**config.mk**
```make
export PLATFORM = sky130hd
export DESIGN_NAME = sac_back_flat
export DESIGN_NICKNAME = d
export VERILOG_FILES = /design/src/rtl/sac_pkg.sv /design/src/rtl/sac_channels.sv /design/src/rtl/sac_back.sv /design/src/flat_wrapper.sv
export SDC_FILE = /design/constraint.sdc
export NUM_CORES = 1
export LEC_CHECK = 0
export BUFFER_PORTS_ARGS = -buffer_cell sky130_fd_sc_hd__buf_2
export CAP_MARGIN = 15
export CORE_ASPECT_RATIO = 0.9
export CORE_MARGIN = 4
export CORE_UTILIZATION = 33
export DETAILED_ROUTE_END_ITERATION = 8
export GPL_TIMING_DRIVEN = 0
export PLACE_DENSITY = 0.89
export SYNTH_ARGS = -nofsm -noshare
export SYNTH_HDL_FRONTEND = slang
export SYNTH_SLANG_ARGS = --single-unit
```
**constraint.sdc**
```tcl
create_clock -name clock -period 2.37 [get_ports clock]
set_clock_uncertainty 0.15 [all_clocks]
set_input_delay 0.3555 -clock clock [delete_from_list [all_inputs] [get_ports clock]]
set_output_delay 0.3555 -clock clock [all_outputs]
set_load 0.02 [all_outputs]
```
**src/rtl/sac_pkg.sv**
```systemverilog
package sac_pkg;

   // default geometry
   localparam int DEF_SET_COUNT    = 256;
   localparam int DEF_WAY_COUNT    = 8;
   localparam int DEF_ADDR_WIDTH   = 48;
   localparam int DEF_MAX_PREFETCH = 15;

   localparam int QUEUE_DEPTH = 2;
   localparam int CSR_IDX_W   = 3;
   localparam int CSR_DATA_W  = 4;
   localparam int FETCH_W     = 5;
   // set_index_bits is 4 bits, so at most 15 raw set bits
   localparam int RAW_SET_W   = 15;

   // register indexes
   localparam logic [CSR_IDX_W-1:0] CSR_SET_INDEX_BITS = 3'd0;
   localparam logic [CSR_IDX_W-1:0] CSR_OFFSET_BITS    = 3'd1;
   localparam logic [CSR_IDX_W-1:0] CSR_WAYS_IN_USE    = 3'd2;
   localparam logic [CSR_IDX_W-1:0] CSR_LRU_MODE       = 3'd3;
   localparam logic [CSR_IDX_W-1:0] CSR_PREFETCH_LINES = 3'd4;

   typedef struct packed {
      logic [3:0] set_index_bits;
      logic [3:0] offset_bits;
      logic [3:0] ways_in_use;
      logic       lru_mode;
      logic [3:0] prefetch_lines;
   } cfg_type;

   localparam cfg_type CFG_RESET = '{
      set_index_bits: 4'd0,
      offset_bits:    4'd6,
      ways_in_use:    4'd1,
      lru_mode:       1'b0,
      prefetch_lines: 4'd0
   };

   typedef enum logic [1:0] {F_IDLE, F_LOC, F_RED, F_PUSH} front_state_type;
   typedef enum logic [1:0] {B_IDLE, B_WAIT, B_EMIT} back_state_type;

   // command from the sequencer to one cache
   typedef struct packed {
      logic valid;
      logic probe;
      logic lru;
   } cache_cmd_type;

   // status from one cache
   typedef struct packed {
      logic ready;
      logic done;
      logic hit;
   } cache_stat_type;

endpackage

```
**src/rtl/sac_channels.sv**
```systemverilog


interface sac_rsp_if import sac_pkg::*; ();
   logic               valid;
   logic               ready;
   logic               plain_hit;
   logic               plain_fetch;
   logic               memory_write;
   logic               prefetch_side_hit;
   logic [FETCH_W-1:0] prefetch_side_fetches;
   modport source (output valid, plain_hit, plain_fetch, memory_write, prefetch_side_hit,
                   prefetch_side_fetches, input ready);
   modport sink   (input valid, plain_hit, plain_fetch, memory_write, prefetch_side_hit,
                   prefetch_side_fetches, output ready);
endinterface


```
**src/rtl/sac_back.sv**
```systemverilog
module sac_back import sac_pkg::*; #(
   parameter int WAY_COUNT  = DEF_WAY_COUNT,
   parameter int ADDR_WIDTH = DEF_ADDR_WIDTH,
   parameter int SET_W      = 8,
   parameter int ENT_W      = 59,
   parameter int NW_W       = 4
) (
   input  logic                  clock,
   input  logic                  reset,
   input  cfg_type               cfg,
   input  logic                  pop_valid,
   output logic                  pop_ready,
   input  logic [ENT_W-1:0]      pop_data,
   output cache_cmd_type         plain_cmd,
   output cache_cmd_type         pref_cmd,
   output logic [SET_W-1:0]      cmd_set,
   output logic [ADDR_WIDTH-1:0] cmd_tag,
   output logic [NW_W-1:0]       nways,
   input  cache_stat_type        plain_stat,
   input  cache_stat_type        pref_stat,
   sac_rsp_if.source             rsp
);
   back_state_type      state_ff, state_in;
   logic                last_ff, last_in, dem_ff, dem_in, op_ff, op_in;
   logic                phit_ff, phit_in, qhit_ff, qhit_in;
   logic [FETCH_W-1:0]  fetch_ff, fetch_in;
   logic                rsp_valid_ff, rsp_valid_in;
   logic                rsp_phit_ff, rsp_mwr_ff, rsp_qhit_ff;
   logic [FETCH_W-1:0]  rsp_fetch_ff;

   logic                ent_op, ent_probe, ent_last, take, skip, load;

   assign {ent_op, ent_probe, ent_last, cmd_set, cmd_tag} = pop_data;

   assign nways = NW_W'((cfg.ways_in_use == '0) ? 1 :
                        (int'(cfg.ways_in_use) > WAY_COUNT) ? WAY_COUNT :
                        int'(cfg.ways_in_use));

   assign take = pop_valid && plain_stat.ready && pref_stat.ready;
   assign skip = ent_probe && qhit_ff;
   assign load = (state_ff == B_EMIT) && (!rsp_valid_ff || rsp.ready);

   // next state
   always_comb begin
      state_in = state_ff;
      case (state_ff)
         B_IDLE: begin
            if (take) begin
               if (!skip)         state_in = B_WAIT;
               else if (ent_last) state_in = B_EMIT;
            end
         end
         B_WAIT:  if (pref_stat.done) state_in = last_ff ? B_EMIT : B_IDLE;
         B_EMIT:  if (load) state_in = B_IDLE;
         default: state_in = B_IDLE;
      endcase
   end

   // outputs
   always_comb begin
      pop_ready = 1'b0;
      plain_cmd = '0;
      pref_cmd  = '0;
      case (state_ff)
         B_IDLE: begin
            pop_ready = plain_stat.ready && pref_stat.ready;
            if (take && !skip) begin
               plain_cmd.valid = !ent_probe;
               plain_cmd.lru   = cfg.lru_mode;
               pref_cmd.valid  = 1'b1;
               pref_cmd.probe  = ent_probe;
               pref_cmd.lru    = cfg.lru_mode;
            end
         end
         default: ;
      endcase
   end

   // per-item bookkeeping
   always_comb begin
      last_in  = last_ff;
      dem_in   = dem_ff;
      op_in    = op_ff;
      phit_in  = phit_ff;
      qhit_in  = qhit_ff;
      fetch_in = fetch_ff;
      if (state_ff == B_IDLE && take) begin
         last_in = ent_last;
         dem_in  = !ent_probe;
         if (!ent_probe) op_in = ent_op;
      end
      if (state_ff == B_WAIT && pref_stat.done) begin
         if (dem_ff) begin
            phit_in  = plain_stat.hit;
            qhit_in  = pref_stat.hit;
            fetch_in = pref_stat.hit ? '0 : FETCH_W'(1);
         end else if (!pref_stat.hit && fetch_ff != '1) begin
            fetch_in = fetch_ff + 1'b1;
         end
      end
   end

   // result word register
   always_comb begin
      rsp_valid_in = rsp_valid_ff;
      if (load)           rsp_valid_in = 1'b1;
      else if (rsp.ready) rsp_valid_in = 1'b0;
   end

   assign rsp.valid                 = rsp_valid_ff;
   assign rsp.plain_hit             = rsp_phit_ff;
   assign rsp.plain_fetch           = !rsp_phit_ff;
   assign rsp.memory_write          = rsp_mwr_ff;
   assign rsp.prefetch_side_hit     = rsp_qhit_ff;
   assign rsp.prefetch_side_fetches = rsp_fetch_ff;

   always_ff @(posedge clock) begin
      if (reset) begin
         state_ff     <= B_IDLE;
         qhit_ff      <= 1'b0;
         rsp_valid_ff <= 1'b0;
      end else begin
         state_ff     <= state_in;
         qhit_ff      <= qhit_in;
         rsp_valid_ff <= rsp_valid_in;
      end
   end

   always_ff @(posedge clock) begin
      last_ff  <= last_in;
      dem_ff   <= dem_in;
      op_ff    <= op_in;
      phit_ff  <= phit_in;
      fetch_ff <= fetch_in;
      if (load) begin
         rsp_phit_ff  <= phit_ff;
         rsp_mwr_ff   <= op_ff;
         rsp_qhit_ff  <= qhit_ff;
         rsp_fetch_ff <= fetch_ff;
      end
   end

endmodule

```
**src/flat_wrapper.sv**
```systemverilog
// flat-port wrapper written by rule: the top's interface ports become plain ports
module sac_back_flat import sac_pkg::*;
#(
   parameter int WAY_COUNT  = DEF_WAY_COUNT,
   parameter int ADDR_WIDTH = DEF_ADDR_WIDTH,
   parameter int SET_W      = 8,
   parameter int ENT_W      = 59,
   parameter int NW_W       = 4
)
  (clock, reset, cfg, pop_valid, pop_ready, pop_data, plain_cmd, pref_cmd, cmd_set, cmd_tag, nways, plain_stat, pref_stat, rsp_valid, rsp_plain_hit, rsp_plain_fetch, rsp_memory_write, rsp_prefetch_side_hit, rsp_prefetch_side_fetches, rsp_ready);
  sac_rsp_if rsp_i ();
  input  logic clock;
  input  logic reset;
  input  cfg_type cfg;
  input  logic pop_valid;
  output logic pop_ready;
  input  logic [ENT_W-1:0] pop_data;
  output cache_cmd_type plain_cmd;
  output cache_cmd_type pref_cmd;
  output logic [SET_W-1:0] cmd_set;
  output logic [ADDR_WIDTH-1:0] cmd_tag;
  output logic [NW_W-1:0] nways;
  input  cache_stat_type plain_stat;
  input  cache_stat_type pref_stat;
  output wire logic [$bits(rsp_i.valid)-1:0] rsp_valid;
  output wire logic [$bits(rsp_i.plain_hit)-1:0] rsp_plain_hit;
  output wire logic [$bits(rsp_i.plain_fetch)-1:0] rsp_plain_fetch;
  output wire logic [$bits(rsp_i.memory_write)-1:0] rsp_memory_write;
  output wire logic [$bits(rsp_i.prefetch_side_hit)-1:0] rsp_prefetch_side_hit;
  output wire logic [$bits(rsp_i.prefetch_side_fetches)-1:0] rsp_prefetch_side_fetches;
  input wire logic [$bits(rsp_i.ready)-1:0] rsp_ready;
  assign rsp_valid = rsp_i.valid;
  assign rsp_plain_hit = rsp_i.plain_hit;
  assign rsp_plain_fetch = rsp_i.plain_fetch;
  assign rsp_memory_write = rsp_i.memory_write;
  assign rsp_prefetch_side_hit = rsp_i.prefetch_side_hit;
  assign rsp_prefetch_side_fetches = rsp_i.prefetch_side_fetches;
  assign rsp_i.ready = rsp_ready;
  sac_back #(.WAY_COUNT(WAY_COUNT), .ADDR_WIDTH(ADDR_WIDTH), .SET_W(SET_W), .ENT_W(ENT_W), .NW_W(NW_W)) u_core (.clock(clock), .reset(reset), .cfg(cfg), .pop_valid(pop_valid), .pop_ready(pop_ready), .pop_data(pop_data), .plain_cmd(plain_cmd), .pref_cmd(pref_cmd), .cmd_set(cmd_set), .cmd_tag(cmd_tag), .nways(nways), .plain_stat(plain_stat), .pref_stat(pref_stat), .rsp(rsp_i));
endmodule
```
# Word-level counts from Yosys, hierarchy flattened
# Index checks and enable logic that the tools add are counted.
# W data, S select, Z words.
[totals]
wordCells = 66
input_bits = 86
out_inout_bits = 77
regBits = 21
[op_classes]
n_lt_le_gt_ge = 1
muxes = 21
add_sub_neg = 1
n_bitwise = 1
eq_ne = 7
reduce_logical = 23
[ops]
columns = ["cell", "n"]
rows = [
  ["$mux W2", 6],
  ["$mux W5", 2],
  ["$logic_and A1 B1 Y1", 9],
  ["$mux W1", 8],
  ["$mux W4", 2],
  ["$mux W3", 2],
  ["$pmux W2 S3", 1],
  ["$reduce_and A2 Y1", 3],
  ["$add A5 B1 Y5 const B", 1],
  ["$logic_not A1 Y1", 5],
  ["$ne A5 B5 Y1 const B", 1],
  ["$gt A4 B4 Y1 const B", 1],
  ["$logic_not A4 Y1", 1],
  ["$ne A2 B1 Y1 const B", 2],
  ["$reduce_and A4 Y1", 1],
  ["$reduce_bool A2 Y1", 2],
  ["$ne A3 B3 Y1 const B", 1],
  ["$eq A2 B1 Y1 const B", 1],
  ["$eq A2 B2 Y1 const B", 1],
  ["$logic_not A2 Y1", 1],
  ["$ne A2 B2 Y1 const B", 1],
  ["$logic_or A1 B1 Y1", 1],
  ["$not A1 Y1", 1],
]

# Longest topological paths before layout
[logic_depth]
ltp_word = 5
ltp_mapped = 5
depth_no_buf = 5

# Worst setup path before layout
# OpenSTA, ideal clock, no wires.
[synth_timing]
path_type = "register to output"
start = "register u_core.state_ff[1]"
end = "output port pref_cmd[0] (netlist name)"
required_time_ns = 1.864
n_path_buf = 1
stages_incl_launch_ff = 6
setup_slack_ns = 0.451
t_arrival_ns = 1.413
cell_sequence = "dfxtp_1 and4bb_2 nand2_1 inv_1 and3_1 buf_4"
[synth_rtl]
columns = ["item", "line", "text"]
rows = [
  ["start, declared", "sac_back.sv:23", "back_state_type state_ff, state_in;"],
  ["start signal, assigned", "sac_back.sv:123", "state_ff <= state_in;"],
  ["end, declared", "flat_wrapper.sv:19", "output cache_cmd_type pref_cmd;"],
]

==> impl_results.md <==
* Mapped Area at 1334 um^2
* Final number of setup-violating endpoints at 0
* Sequential share of the synthesized area at 0.4428
* Pre-antenna DRT Iters at 4
* Grt ovf at 0
* Final Critical Period at 2.189 ns
* Max-slew violation count at 0
* Cell variety after synth at 29
* Initial Utilization at 0.3501
* Synth area leaders: edfxtp_1 (38%), buf_4 (33%), dfxtp_1 (6.0%)
* Area Overhead vs Synth at 42.21%
* Period utilization at 0.9238
* Top_reg_cell synth: edfxtp_1
* Clock Sinks at 21
* Required @ worst endpoint at 1.86 ns
* Top cell type by total area after synthesis: edfxtp_1
* Detailed Place HPWL at 2.986 mm
* DIE HEIGHT at 68.31 um
* Syn Nets at 214
* Diode count at 0
* Post-synth EDFFs at 17
* Synth Warn # at 0
* Placer Congestion at 0.7661
* Maximum vdd drop at 0.1905 mV
* Vias at 1129
* Antenna viol nets, final at 0
* Total core area at 3810 um^2
* Initial antenna violation count at 0
* Yosys reg bits at 21
* Startpoint class of the critical path: flop
* Register clock-pin slew on the reported worst setup and hold paths at 0.07 ns
* Kind of critical path: reg -> out
* Worst-case clock buffer depth at 2
* Post-synthesis instance total at 126
* Die footprint at 5124 um^2
* Final nets at 311
* Setup TNS Final at 0 ns
* Post-CTS setup buffer count at 0
* H-tree levels at 1
* # DRC at 0
* Critical R2R Launch: u_core.fetch_ff[0]$_DFFE_PP_
* Largest net degree at the start of global routing at 12
* Crit path launch: u_core.state_ff[1]$_SDFFE_PP0P_
* Routed WL per cell at 12.34 um
* Status: completed
* RSZ-0062 raised after global routing: false
* Multi-input gate area at 289.0 um^2
* P_leak at 1.023 nW
* Finished Layout Cells at 268
* Placed cells at 264
* Yosys top cell area share at 0.3827
* CP Max Fanout at 6
* Die width at 75.02 um
* Fill count at 351
* Via density at 4.213
* Type of the tightest min-delay check: in -> reg
* Critical Path End Type: primary output
* Total CTS buffers at 3
* CTS Hold Bufs at 0
* Avg Inst Size Synth at 10.59 um^2
* CTS tree: done
* Worst-Margin Slew at 0.6487 ns
* Share of cells above drive strength 1 at 0.7027
* Design Power at 864.1 uW
* Clk root buf: clkbuf_8
* Post-cts sizing count at 0
* Port bufs at 92
* Min-Delay Startpoint: plain_stat[0]
* Worst-Skew Late Latency at 0.25 ns
* Routed wire length at 3.306 mm
* WP data arrival at 1.68 ns
* Fmax at 0.4567 GHz
* Register area at 590.6 um^2
* FP Rows at 21
* Top-Level Pins at 163
* Fraction of registers with async set/reset at 0
* Initial DRC Count at 72
* Max cap viols at 0
* First-pass GRT wire length at 4.733 mm
* PD cells at 455.6 nW/um^2
* Final hold vios at 0
* GRT Total Usage at 0.1181
* Vias in the first global route at 1115
* Relative slew margins at 0.5666
[stage by stage]
stage	hold slack [ns]	utilization	setup slack (ns)	instance area, um^2
after global placement	0.2566	0.4860	0.4240	1852
final	0.1329	0.4979	0.1806	1897
after global routing	0.1234	0.4979	0.04220	1897
after floorplan	0.2503	-	0.4514	1334
after detailed placement	0.2688	0.4860	0.4153	1852
after CTS	0.1281	0.4979	0.1509	1897
[sequential cells by signal (all words and copies together) (netlist names)]
name	flops
u_core.state_ff	2
u_core.qhit_ff	1
u_core.dem_ff	1
u_core.op_ff	1
u_core.last_ff	1
u_core.rsp.prefetch_side_hit	1
u_core.rsp.valid	1
u_core.rsp.memory_write	1
u_core.fetch_ff	5
u_core.phit_ff	1
u_core.rsp.plain_hit	1
u_core.rsp.prefetch_side_fetches	5
[metal layers]
layer,vias to the layer above,global-route usage,share of wire
met5,-,0,0
met4,0,0.03556,0
met3,0,0.01762,0.10
met2,71,0.2141,0.54
met1,505,0.1429,0.36
li1,553,-,-
[power by group]
group / total, mW / internal (mW) / switching, mW
Combinational: 0.240 / 0.116 / 0.125
Clock: 0.219 / 0.119 / 0.100
Sequential: 0.405 / 0.401 / 0.00394
[Yosys cell counts (2+ instances only)]
cell type and n:
a21oi_1 2, and3_1 2, buf_4 58, dfxtp_1 4, edfxtp_1 17, ha_1 2
inv_1 4, mux2i_1 2, nand2_1 2, nor2_1 10, nor2b_1 5
[worst paths after layout]
kind | end | slack [ns] | cells after the start
worst max-delay path | pref_cmd[0] | 0.18 | 6
worst min register to register | u_core.rsp.plain_hit$_DFFE_PP_ | 0.28 | 0
worst min-delay path | u_core.phit_ff$_DFFE_PP_ | 0.13 | 1
worst max register to register | u_core.fetch_ff[3]$_SDFFCE_PP0P_ | 0.52 | 5
[cell type report]
cell class              instances  share of cell area
multi-input cells              42              0.1524
repair buffers                 92              0.2427
flip-flops and latches         21              0.3113
inverters                       4            0.007916
clock buffers                   4             0.02375
well taps                      46             0.03034
plain buffers                  59              0.2315
[worst max-delay path, cell delays in order, from the launching register on]
cell      delay [ns]
dfxtp_1         0.40
and4bb_2        0.29
nand2_1         0.16
inv_1           0.11
and3_1          0.20
buf_4           0.13
buf_2           0.15
[cell usage in the layout, fill, tap and decap left out, types with 2 or more instances in the layout]
cell type / count
mux2i_1: 2
inv_1: 4
clkbuf_1: 2
nand2_1: 2
buf_4: 58
nor2_1: 10
and3_1: 2
ha_1: 2
a21oi_1: 2
dfxtp_1: 4
nor2b_1: 5
clkbuf_8: 3
edfxtp_1: 17
buf_2: 92
[kinds of logic (layout without fill, tap and decap cells)]
kind of cell	after synthesis	after routing	synth area share
buffers and inverters	63	159	0.3405
AND/OR/NAND/NOR	29	29	0.1210
flip-flops	21	21	0.4428
AO/OA/AOI/OAI	6	6	0.04597
adder cells (fa/ha/maj)	2	2	0.01876
XOR/XNOR	2	2	0.01314
multiplexers	2	2	0.01501
other	1	1	0.002812
Power figures use the tool's default switching activity.
