===== src/rtl/sac_pkg.sv =====
package sac_pkg;

   // default geometry
   localparam int DEF_SET_COUNT    = 256;
   localparam int DEF_WAY_COUNT    = 8;
   localparam int DEF_ADDR_WIDTH   = 48;
   localparam int DEF_MAX_PREFETCH = 15;

   localparam int QUEUE_DEPTH = 2;
   localparam int CSR_IDX_W   = 3;
   localparam int CSR_DATA_W  = 4;
   localparam int FETCH_W     = 5;
   // set_index_bits is 4 bits, so at most 15 raw set bits
   localparam int RAW_SET_W   = 15;

   // register indexes
   localparam logic [CSR_IDX_W-1:0] CSR_SET_INDEX_BITS = 3'd0;
   localparam logic [CSR_IDX_W-1:0] CSR_OFFSET_BITS    = 3'd1;
   localparam logic [CSR_IDX_W-1:0] CSR_WAYS_IN_USE    = 3'd2;
   localparam logic [CSR_IDX_W-1:0] CSR_LRU_MODE       = 3'd3;
   localparam logic [CSR_IDX_W-1:0] CSR_PREFETCH_LINES = 3'd4;

   typedef struct packed {
      logic [3:0] set_index_bits;
      logic [3:0] offset_bits;
      logic [3:0] ways_in_use;
      logic       lru_mode;
      logic [3:0] prefetch_lines;
   } cfg_type;

   localparam cfg_type CFG_RESET = '{
      set_index_bits: 4'd0,
      offset_bits:    4'd6,
      ways_in_use:    4'd1,
      lru_mode:       1'b0,
      prefetch_lines: 4'd0
   };

   typedef enum logic [1:0] {F_IDLE, F_LOC, F_RED, F_PUSH} front_state_type;
   typedef enum logic [1:0] {B_IDLE, B_WAIT, B_EMIT} back_state_type;

   // command from the sequencer to one cache
   typedef struct packed {
      logic valid;
      logic probe;
      logic lru;
   } cache_cmd_type;

   // status from one cache
   typedef struct packed {
      logic ready;
      logic done;
      logic hit;
   } cache_stat_type;

endpackage


===== src/rtl/sac_queue.sv =====
module sac_queue import sac_pkg::*; #(
   parameter int WIDTH = 8,
   parameter int DEPTH = QUEUE_DEPTH
) (
   input  logic             clock,
   input  logic             reset,
   input  logic             push_valid,
   output logic             push_ready,
   input  logic [WIDTH-1:0] push_data,
   output logic             pop_valid,
   input  logic             pop_ready,
   output logic [WIDTH-1:0] pop_data
);
   localparam int PTR_W = (DEPTH > 1) ? $clog2(DEPTH) : 1;
   localparam int CNT_W = $clog2(DEPTH + 1);

   logic [WIDTH-1:0] slot_ff [DEPTH];
   logic [PTR_W-1:0] wr_ptr_ff, wr_ptr_in, rd_ptr_ff, rd_ptr_in;
   logic [CNT_W-1:0] cnt_ff, cnt_in;
   logic             do_push, do_pop;

   assign push_ready = cnt_ff != CNT_W'(DEPTH);
   assign pop_valid  = cnt_ff != '0;
   assign pop_data   = slot_ff[rd_ptr_ff];
   assign do_push    = push_valid && push_ready;
   assign do_pop     = pop_valid && pop_ready;

   // pointer and fill count
   always_comb begin
      wr_ptr_in = wr_ptr_ff;
      rd_ptr_in = rd_ptr_ff;
      cnt_in    = cnt_ff;
      if (do_push) begin
         wr_ptr_in = (wr_ptr_ff == PTR_W'(DEPTH - 1)) ? '0 : wr_ptr_ff + 1'b1;
      end
      if (do_pop) begin
         rd_ptr_in = (rd_ptr_ff == PTR_W'(DEPTH - 1)) ? '0 : rd_ptr_ff + 1'b1;
      end
      if (do_push && !do_pop) begin
         cnt_in = cnt_ff + 1'b1;
      end else if (do_pop && !do_push) begin
         cnt_in = cnt_ff - 1'b1;
      end
   end

   always_ff @(posedge clock) begin
      if (reset) begin
         wr_ptr_ff <= '0;
         rd_ptr_ff <= '0;
         cnt_ff    <= '0;
      end else begin
         wr_ptr_ff <= wr_ptr_in;
         rd_ptr_ff <= rd_ptr_in;
         cnt_ff    <= cnt_in;
      end
   end

   always_ff @(posedge clock) begin
      if (do_push) begin
         slot_ff[wr_ptr_ff] <= push_data;
      end
   end

endmodule


===== config.mk =====
export PLATFORM = sky130hd
export DESIGN_NAME = sac_queue
export DESIGN_NICKNAME = d
export VERILOG_FILES = /design/src/rtl/sac_pkg.sv /design/src/rtl/sac_queue.sv
export SDC_FILE = /design/constraint.sdc
export NUM_CORES = 1
export LEC_CHECK = 0
export BUFFER_PORTS_ARGS = -buffer_cell sky130_fd_sc_hd__buf_4
export CAP_MARGIN = 20
export CORE_MARGIN = 5
export CORE_UTILIZATION = 49
export DETAILED_ROUTE_END_ITERATION = 10
export PLACE_DENSITY_LB_ADDON = 0.25
export SETUP_SLACK_MARGIN = 0.3
export SLEW_MARGIN = 0
export SYNTH_ARGS = -nofsm -noshare
export SYNTH_HDL_FRONTEND = slang
export SYNTH_SLANG_ARGS = --single-unit
export TNS_END_PERCENT = 30

===== constraint.sdc =====
create_clock -name clock -period 2 [get_ports clock]
set_input_delay 0.1 -clock clock [delete_from_list [all_inputs] [get_ports clock]]
set_output_delay 0.1 -clock clock [all_outputs]
set_load 0.02 [all_outputs]

Yosys cells after proc, flatten, opt, wreduce, memory -nomap -nowiden
Memory sizes are Yosys's and may differ from the RTL's. A register that Yosys moved wholly into a read port is not among the register bits.
Cells that the tools add are included.
{ "totals": {"memories": 1, "ff_bits": 4, "input_bits": 12, "output_inout_bits": 10, "mem_bits_rw": 16, "word_cells": 25} }
{ "mem_list": {"columns": ["name", "depth", "word_bits", "rd", "rd_ports_with_merged_regs", "wr", "line", "source"], "rows": [
  ["slot_ff", 2, 8, 1, 1, 1, "sac_queue.sv:17", "logic [WIDTH-1:0] slot_ff [DEPTH];"]
]} }
{ "op_classes": {"n_eq_ne": 1, "add_sub_neg": 4, "muxes": 8, "n_reduce_logical": 8} }
{ "op_table": {"columns": ["operator", "n"], "rows": [
  ["2-to-1 mux 1 bit", 6],
  ["logical AND 1 bit", 4],
  ["2-to-1 mux 2 bit", 2],
  ["nonzero test 2 bit", 2],
  ["adder 1 bit, second input constant", 2],
  ["adder 2 x 1 -> 2 bit, second input constant", 1],
  ["logical NOT 1 bit", 2],
  ["inequality test 2 bit, second input constant", 1],
  ["subtractor 2 x 1 -> 2 bit, second input constant", 1]
]} }

Depth between registers and ports, before layout
Gate-level depths: netlist of the first run.
{ "logic_depth": {"depth_word": 6, "depth_mapped": 6, "ltp_nobuf": 6} }

Worst setup path before layout of the first run
OpenSTA, ideal clock, no wires.
{ "synth_timing": {"kind": "register to register", "startpoint": "register cnt_ff[0]", "endpoint": "register cnt_ff[1]", "synth_period_minus_slack_ns": 1.524, "stages_incl_launch_ff": 6, "required_ns": 1.930, "t_arrival_ns": 1.454, "path_slack_ns": 0.476, "path_cell_list": "dfxtp_1 -> nand2b_4 -> and2_1 -> ha_1 -> or3_1 -> a21oi_1"} }
{ "synth_between": {"elab_chain_cells": 5, "word_cells_on_any_way": 13, "classes_between": "2 x add/sub; 1 x eq/ne; 2 x mux; 8 x reduce/logical"} }
{ "synth_rtl": {"columns": ["element", "line", "source"], "rows": [
  ["from (decl)", "sac_queue.sv:19", "logic [CNT_W-1:0] cnt_ff, cnt_in;"],
  ["from (signal assigned)", "sac_queue.sv:54", "cnt_ff <= cnt_in;"],
  ["inequality test 2 bit *", "sac_queue.sv:22", "assign push_ready = cnt_ff != CNT_W'(DEPTH);"],
  ["net push_ready", "sac_queue.sv:8", "output logic push_ready,"],
  ["logical AND 1 bit *", "sac_queue.sv:25", "assign do_push = push_valid && push_ready;"],
  ["logical NOT 1 bit", "sac_queue.sv:41", "end else if (do_pop && !do_push) begin"],
  ["logical AND 1 bit", "sac_queue.sv:41", null],
  ["nonzero test 2 bit (no source line)", null, null]
]} }
Mark *: on every way through the listed nets, which the timed path passes. The rest lies on a longest branch. The select of a mux whose other input is x is not followed.
A chain may end at the register's enable or synchronous reset.

Worst setup path after layout of the first run
{ "layout_timing": {"startpoint": "register cnt_ff[0]", "endpoint": "register cnt_ff[1]"} }
{ "layout_between": {"elab_chain_cells": 5, "word_cells_on_any_way": 13, "classes_between": "2 x add/sub; 1 x eq/ne; 2 x mux; 8 x reduce/logical"} }
{ "layout_rtl": {"columns": ["element"], "rows": [
  ["branches (longest 5 deep; another with subtractor 2 x 1 -> 2 bit)"]
]} }
Parallel ways; which one is timed is not known. The select of a mux whose other input is x is not followed.

==> results.ini, run 1 <==
[run_status]
status = finished, final reports clean

[floorplan]
core-area_um2 = 1540
die_area_um2 = 2560
ios = 22
die_x_um = 50.6
row_count = 14
die_y_um = 50.6
start_util = 0.523

[clock_network]
clockRootBuffer = clkbuf_4
clkTransAtPathRegs_ns = 0.11
insertion_delay_ns = 0.30
h-tree-depth = 1
cts_num_sinks = 21
ctsResizeCount = 0
clk_path_buf_depth = 2
tritoncts = done
numCtsBuffers = 3

[timing]
clock_skew_ns = 0.00254
rsz0062_at_grt = false
finalCritPeriodShare = 0.794
hold_viol_final = 0
worst-slew-pin-transition_ns = 0.395
maxSlewViolCount = 0
tns_ns = 0
post-route-min-period_ns = 1.59
relSlewSlack = 0.737
fmax_mhz = 630
setup_viol = 0

[min_path]
min_path_type = in2reg
min_to = wr_ptr_ff
hp-start = push_valid
min_path_cells = 3

[grt]
grt_pass1_wl_um = 2360
grt.overflow.total = 0
track_usage = 0.127
grt_pass1_vias = 509
grt_max_degree = 12
grt_antenna_before_repair = 0

[drt]
detail-route-antenna-nets = 0
vias_per_cell = 5.03
drtIter0Drc = 3
drc_errors = 0
wirelength_um = 1460
dr.pass1.iters = 5
wl_per_cell_um = 14.9
num_vias = 493

[worst_setup_path]
crit_chain = nand2b_4 -> and2_1 -> ha_1 -> or3_1 -> a21oi_1
max_stage_delay_ns = 0.38
path_max_fanout = 5
crit_path_top_delay_cell = or3_1
reg2reg_from = cnt_ff[0]
path_delay_family = simple AND/OR/NAND/NOR gates
reg2reg_to = cnt_ff[1]
critical_path_buf_inv_count = 0
worstSetupStartpointType = flip-flop
r2r_setup_slack_ns = 0.41
crit_type = reg2reg
reg2reg_depth = 5
critPathRequiredTime_ns = 2.24
critPathArrivalTime_ns = 1.83
end_kind = flip-flop

[yosys]
syn_area_per_cell_um2 = 16.4
synthesis.area_um2 = 806
syn_inst = 49
ys_ff_latch = 21
synth-warning-count = 0
synth.distinct_cells = 17
ys_seq_area_frac = 0.720
synthesis.nets = 62

[final_layout]
regArea_um2 = 581
diodes = 0
final_cell_mix = buf_4, edfxtp_1, dlygate4sd3_1
drive_gt1_frac = 0.427
fin_nets = 96
mostFrequentLayoutCell = buf_4
area_delta_synth_final_pct = 35.9
design_area_um2 = 1090
multi_input_area_um2 = 216
n_fill_cell = 100

[power_and_ir_drop]
total_power_uw = 1280
power_leakage_uw = 0.000438
power_density_nw_per_um2 = 1170
ir_drop_mv = 0.738

[place]
gp_routability_congestion = 0.644
io_buffers = 21
post_dp_cell_area_um2 = 978

[job]
max_cap_violations = 0

-- timing repair --
action	in CTS	in global routing
hold buffers	9	0
hold endpoints to repair	21	0
setup buffers	0	0
-- metrics by stage --
| stage | utilization | std cells | worst slack (ns) | hold slack (ns) |
|---|---|---|---|---|
| final | 0.710 | 98 | 0.412 | 0.112 |
| after detailed placement | 0.635 | 85 | 0.444 | 0.288 |
| after floorplan | - | 49 | 0.476 | 0.169 |
| after global placement | 0.635 | 85 | 0.488 | 0.285 |
| after CTS | 0.710 | 98 | 0.416 | 0.111 |
| after global routing | 0.710 | 98 | 0.318 | 0.113 |
-- area by class of cell --
class	instances	area share
clock buffer	4	0.0240
inverter	1	0.00343
multi-input combinational	26	0.198
sequential	21	0.530
tap	16	0.0183
timing repair buffer	30	0.226
-- routing by layer --
layer	up-vias	global-route usage	wire length, um
met5	-	0	0
li1	244	-	-
met3	3	0.0473	111
met4	0	0.0766	30
met2	19	0.205	729
met1	227	0.140	589
-- flip-flops by register name, indices dropped and copies added, names as in the netlist, named ones only --
| name | count |
|---|---|
| wr_ptr_ff | 1 |
| slot_ff | 16 |
| cnt_ff | 2 |
| rd_ptr_ff | 1 |
-- cell families (layout without fill, tap and decap cells) --
kind of cell,count (synthesis),in the layout,synth area share
AOI/OAI and AO/OA,5,5,0.0373
xor gates and xnor gates,3,3,0.0326
adders and majority gates,1,1,0.0155
buffers and inverters,2,35,0.0109
DFF,21,21,0.721
muxes,8,8,0.112
and+or+nand+nor,9,9,0.0714
-- tightest hold or removal path, cell delays in order --
cell     delay (ns)
buf_4          0.09
a21bo_2        0.12
a21oi_1        0.06
-- cell usage after synthesis --
master / count / share of area
a21bo_2: 1 / 0.012
a21oi_1: 2 / 0.012
and2_1: 1 / 0.0078
and3_1: 1 / 0.0078
buf_2: 1 / 0.0062
dfxtp_1: 5 / 0.12
edfxtp_1: 16 / 0.60
ha_1: 1 / 0.016
inv_1: 1 / 0.0047
mux2_2: 8 / 0.11
nand2b_4: 1 / 0.017
nand3b_1: 1 / 0.0093
nor2_1: 3 / 0.014
o21ai_0: 2 / 0.012
or2_2: 1 / 0.0078
or3_1: 1 / 0.0078
xor2_1: 3 / 0.033
-- where the power goes --
part | total [uW] | internal, uW | switching (uW)
combinational | 471 | 239 | 231
clock | 200 | 77.8 | 123
sequential | 614 | 553 | 60.3
total | 1280 | 870 | 414
-- how the worst max path moves through the flow --
stage                         start  slack, ns        end  cells after the start
after floorplan           cnt_ff[0]       0.48  cnt_ff[1]                      5
after global placement    cnt_ff[0]       0.49  cnt_ff[1]                      5
after detailed placement  cnt_ff[0]       0.44  cnt_ff[1]                      5
after CTS                 cnt_ff[0]       0.42  cnt_ff[1]                      5
after global routing      cnt_ff[0]       0.32  cnt_ff[1]                      4
final                     cnt_ff[0]       0.41  cnt_ff[1]                      5
(Power assumes the default switching activity.)
==> run 2, diff against run 1 <==
CORE_UTILIZATION = 44   (was 49)
clock period = 1.4 ns   (was 2 ns; I/O delays follow)
==> results.ini, run 2 (synthesis gave the netlist of run 1 again) <==
[timing]
post-route-min-period_ns = 1.43  ; -0.160 ns
finalCritPeriodShare = 1.02  ; +0.226
fmax_mhz = 700  ; +11%
relSlewSlack = 0.869  ; +0.132
worst-slew-pin-transition_ns = 0.196  ; -0.199 ns
maxSlewViolCount = 0  ; unchanged
tns_ns = -0.0285  ; -0.0285 ns
clock_skew_ns = 0.00463  ; +0.00209 ns
post-route-worst-setup-slack_ns = -0.0285  ; -0.440 ns
hold_viol_final = 0  ; unchanged
rsz0062_at_grt = true
setup_viol = 1  ; +1

[worst_setup_path]
path_max_fanout = 3  ; -2
worstSetupStartpointType = flip-flop
critPathRequiredTime_ns = 1.64  ; -0.60 ns
critPathArrivalTime_ns = 1.66  ; -0.17 ns
reg2reg_depth = 6  ; +1
r2r_setup_slack_ns = -0.03  ; -0.44 ns
reg2reg_from = cnt_ff[0]
max_stage_delay_ns = 0.37  ; about the same
reg2reg_to = cnt_ff[1]
crit_type = reg2reg
end_kind = flip-flop
crit_path_top_delay_cell = dfxtp_4
crit_chain = nand2b_4 -> and2_4 -> ha_4 -> xor2_1 -> or3_1 -> a21oi_1

[grt]
track_usage = 0.127  ; about the same
grt_pass1_wl_um = 2500  ; +5.8%
grt.overflow.total = 0  ; unchanged
grt_pass1_vias = 581  ; +14%
grt_max_degree = 13  ; +1
grt_antenna_before_repair = 0  ; unchanged

[min_path]
hp-start = push_valid
min_path_type = in2reg
min_path_cells = 3  ; unchanged
min_to = wr_ptr_ff

[final_layout]
drive_gt1_frac = 0.575  ; +0.148
area_delta_synth_final_pct = 55.1
fin_nets = 101  ; +5.2%
top_regs = slot_ff (16), cnt_ff (2)
largest_register = slot_ff
final_cell_mix = buf_4, edfxtp_1, buf_6
n_fill_cell = 120  ; +20%
diodes = 0  ; unchanged
final_util = 0.724  ; +0.0137
largest_reg_flops = 16  ; unchanged
design_area_um2 = 1250  ; +14%

[floorplan]
start_util = 0.467  ; -0.0561
core-area_um2 = 1730  ; +12%
row_count = 15  ; +1
die_y_um = 52.8  ; +4.4%
die_x_um = 52.8  ; +4.4%
ios = 22  ; unchanged
die_area_um2 = 2790  ; +9.1%

[clock_network]
tritoncts = done
clk_path_buf_depth = 2  ; unchanged
clkTransAtPathRegs_ns = 0.11  ; about the same
clockRootBuffer = clkbuf_4
cts_num_sinks = 21  ; unchanged
numCtsBuffers = 3  ; unchanged
insertion_delay_ns = 0.30  ; about the same
h-tree-depth = 1  ; unchanged

[place]
io_buffers = 21  ; unchanged
gp_routability_congestion = 0.768  ; +19%
post_dp_cell_area_um2 = 1020  ; +4.5%

[job]
max_cap_violations = 0  ; unchanged

[power_and_ir_drop]
power_density_nw_per_um2 = 1720  ; +47%
total_power_uw = 2150  ; +67%
power_leakage_uw = 0.000509  ; +16%
ir_drop_mv = 1.11  ; +51%

[drt]
drtIter0Drc = 9  ; +6
num_vias = 532  ; +7.9%
vias_per_cell = 4.75  ; -5.6%
wl_per_cell_um = 13.7  ; -8.4%
detail-route-antenna-nets = 0  ; unchanged
wirelength_um = 1530  ; +4.7%
dr.pass1.iters = 3  ; -2
drc_errors = 0  ; unchanged

[run_status]
status = finished with violations
violations = negative setup slack

run 2: cell count changes in the layout (fill, tap and decap cells not counted), moves of 2 or more:
| cell | change |
|---|---|
| mux2_2 | -8 |
| mux2_4 | +8 |
| dfxtp_4 | +2 |
| buf_6 | +10 |
| buf_4 | -5 |
| dfxtp_1 | -3 |
run 2: worst max path at each step:
stage | from | endpoint | slack, ns
after CTS | cnt_ff[0] | cnt_ff[1] | -0.03
after global placement | cnt_ff[1] | cnt_ff[1] | 0.02
final | cnt_ff[0] | cnt_ff[1] | -0.03
after global routing | cnt_ff[0] | cnt_ff[1] | -0.1
after detailed placement | cnt_ff[1] | cnt_ff[1] | -0.01
after floorplan | cnt_ff[0] | cnt_ff[1] | 0.003
run 2: what timing repair did:
action,4_1_cts,5_1_grt
endpoints found under the hold margin,21,0
endpoints found under the setup margin,30,31
gates resized for setup,26,1
setup buffers,2,1
hold buffers,9,0
pin swaps,2,2
run 2: final cells by class:
class	instances	area (um2)	area share
timing repair buffer	35	323	0.258
multi-input combinational	26	273	0.218
sequential	21	589	0.471
clock inverter	1	5.00	0.00400
inverter	1	6.26	0.00501
tap	25	31.3	0.0250
clock buffer	3	22.5	0.0180
run 2: routing by layer:
| layer | wire length [um] | track usage | up-vias | part of all wire |
|---|---|---|---|---|
| met3 | 57 | 0.0256 | 0 | 0.037 |
| met1 | 569 | 0.129 | 263 | 0.37 |
| met5 | 0 | 0 | - | 0 |
| li1 | - | - | 254 | - |
| met4 | 0 | 0.0383 | 0 | 0 |
| met2 | 903 | 0.252 | 15 | 0.59 |
run 2: worst max-delay path, delay by kind of cell, from the launching register on:
kind                     cells  cell delay, ns
XOR/XNOR                     1            0.15
AND/OR/NAND/NOR              3            0.59
adder cells (fa/ha/maj)      1            0.15
AO/OA/AOI/OAI                1            0.12
flip-flops                   1            0.37
run 2: through the flow:
stage / hold slack (ns) / std cells / setup WS [ns]
finish: 0.0791 / 112 / -0.0285
global route: 0.0819 / 112 / -0.0974
CTS: 0.0677 / 111 / -0.0307
detailed placement: 0.258 / 96 / -0.0136
global placement: 0.256 / 96 / 0.0208
floorplan: 0.135 / 49 / 0.00282
run 2: report_power, final:
part | total, uW | internal [uW] | switching, uW
combinational | 967 | 561 | 407
clock | 278 | 106 | 172
sequential | 905 | 808 | 96.9
total | 2150 | 1470 | 675
==> run 3, diff against run 2 <==
RECOVER_POWER = 100   (was not set)
clock period = 1.3 ns   (was 1.4 ns; I/O delays follow)
==> results.ini, run 3 (synthesis gave the netlist of run 1 again) <==
[run_status]
status = finished with violations
violations = negative setup slack

[place]
io_buffers = 21  ; unchanged
gp_routability_congestion = 0.668  ; -13%
post-place-ws_ns = -0.117  ; -0.104 ns
post_dp_cell_area_um2 = 1060  ; +4.2%
hpwlAfterDp_um = 1050

[timing]
clock_skew_ns = 0.00675  ; +0.00212 ns
post-route-worst-setup-slack_ns = -0.148  ; -0.119 ns
finalCritPeriodShare = 1.11  ; +0.0935
setup_viol = 11  ; +10
hold_viol_final = 0  ; unchanged
post-route-min-period_ns = 1.45  ; +0.0195 ns
fmax_mhz = 691  ; -1.3%
maxSlewViolCount = 0  ; unchanged
tns_ns = -0.788  ; -0.760 ns
hold_slack_ns = 0.0679  ; -0.0113 ns
rsz0062_at_grt = true
relSlewSlack = 0.859  ; -0.0101
worst-slew-pin-transition_ns = 0.209  ; +0.0135 ns

[grt]
grt_max_degree = 13  ; unchanged
grt_pass1_wl_um = 2440  ; -2.2%
grt.overflow.total = 0  ; unchanged
grt_pass1_vias = 586  ; +0.86%
grt_antenna_before_repair = 0  ; unchanged
track_usage = 0.121  ; -0.00578

[final_layout]
fin_nets = 106  ; +5.0%
mostFrequentLayoutCell = edfxtp_1
top_regs = slot_ff (16), cnt_ff (2)
largest_reg_flops = 16  ; unchanged
area_delta_synth_final_pct = 61.5
n_fill_cell = 109  ; -9.2%
design_area_um2 = 1300  ; +4.1%
largest_register = slot_ff
diodes = 0  ; unchanged
final_cell_mix = edfxtp_1, buf_4, buf_6
drive_gt1_frac = 0.587  ; +0.0122

[floorplan]
start_util = 0.467  ; unchanged
ios = 22  ; unchanged
die_area_um2 = 2790  ; unchanged
core-area_um2 = 1730  ; unchanged
die_x_um = 52.8  ; unchanged
row_count = 15  ; unchanged
die_y_um = 52.8  ; unchanged

[power_and_ir_drop]
ir_drop_mv = 1.35  ; +22%
power_switching_uw = 755  ; +12%
comb_power_share = 0.472  ; +0.022
power_leakage_uw = 0.000532  ; +4.4%
power_frac_clock = 0.130  ; about the same
seqPwrFrac = 0.398  ; -0.023
p_sw_frac = 0.310  ; -0.00355
p_int_uw = 1680  ; +14%
power_density_nw_per_um2 = 1870  ; +8.7%

[drt]
vias_per_cell = 4.47  ; -5.9%
dr.pass1.iters = 4  ; +1
drc_errors = 0  ; unchanged
detail-route-antenna-nets = 0  ; unchanged
num_vias = 523  ; -1.7%
wl_met3_um = 61  ; +7.0%
highest_layer = met4
met1_length_um = 624  ; +9.7%
wl_per_cell_um = 13.5  ; -1.4%
drtIter0Drc = 4  ; -5
wl_met2_um = 884  ; -2.1%
wirelength_um = 1580  ; +3.0%

[clock_network]
clk_path_buf_depth = 2  ; unchanged
tritoncts = done
insertion_delay_ns = 0.30  ; about the same
numCtsBuffers = 3  ; unchanged
clkTransAtPathRegs_ns = 0.12  ; about the same
clockRootBuffer = clkbuf_4
cts_num_sinks = 21  ; unchanged
h-tree-depth = 1  ; unchanged

[worst_setup_path]
path_max_fanout = 3  ; unchanged
crit_type = reg2reg
end_kind = flip-flop
critPathRequiredTime_ns = 1.55  ; -0.09 ns
critPathArrivalTime_ns = 1.69  ; +0.03 ns
worstSetupStartpointType = flip-flop

[job]
max_cap_violations = 0  ; unchanged

[min_path]
min_path_type = in2reg

-- run 3: cell types whose count changed in the layout (fill, tap and decap cells not counted), sizes merged --
cell / delta
buf: -3
clkbuf: +8
-- run 3: critical path, stage by stage, from the launching register on --
cell	delay (ns)
dfxtp_4	0.37
nand2b_4	0.14
and2_4	0.14
ha_4	0.15
xor2_1	0.15
or3_1	0.33
a21oi_2	0.12
-- run 3: through the flow --
stage | util | power [uW] | instances
finish | 0.754 | 2430 | 117
global route | 0.754 | 2560 | 117
CTS | 0.740 | 2380 | 115
detailed placement | 0.617 | 1830 | 100
global placement | 0.617 | 1800 | 100
floorplan | - | 1440 | 49
-- run 3: per-layer routing --
layer  vias up  track usage
li1        266            -
met1       243        0.128
met2        12        0.233
met3         2       0.0256
met4         0       0.0383
met5         -            0
-- run 3: power by group through the flow --
stage	registers (uW)	clock network [uW]	logic (uW)
2_1_floorplan	916	0	523
3_3_place_gp	951	0	846
3_5_place_dp	961	0	871
4_1_cts	973	311	1090
5_1_grt	983	351	1230
6_report	968	315	1150
-- run 3: worst paths after layout --
check / start / end / slack (ns) / depth (start not counted)
max: cnt_ff[0] / cnt_ff[1] / -0.15 / 6
min: push_valid / wr_ptr_ff / 0.07 / 3
max reg2reg: cnt_ff[0] / cnt_ff[1] / -0.15 / 6
min reg2reg: rd_ptr_ff / flip-flop / 0.54 / 2
-- run 3: timing repair --
action                                  CTS  global route
endpoints found under the hold margin    21             0
setup buffers                             2             2
resized for setup                        24             4
endpoints found under the setup margin   31            31
pin swaps                                 3             1
hold buffers                              9             0
-- run 3: area by class of cell --
| class | count | area [um2] | share of cell area |
|---|---|---|---|
| multi-input combinational | 26 | 277 | 0.212 |
| inverter | 1 | 3.75 | 0.00288 |
| sequential | 21 | 589 | 0.453 |
| clock inverter | 1 | 5.00 | 0.00385 |
| timing repair buffer | 40 | 373 | 0.287 |
| clock buffer | 3 | 22.5 | 0.0173 |
| tap | 25 | 31.3 | 0.0240 |
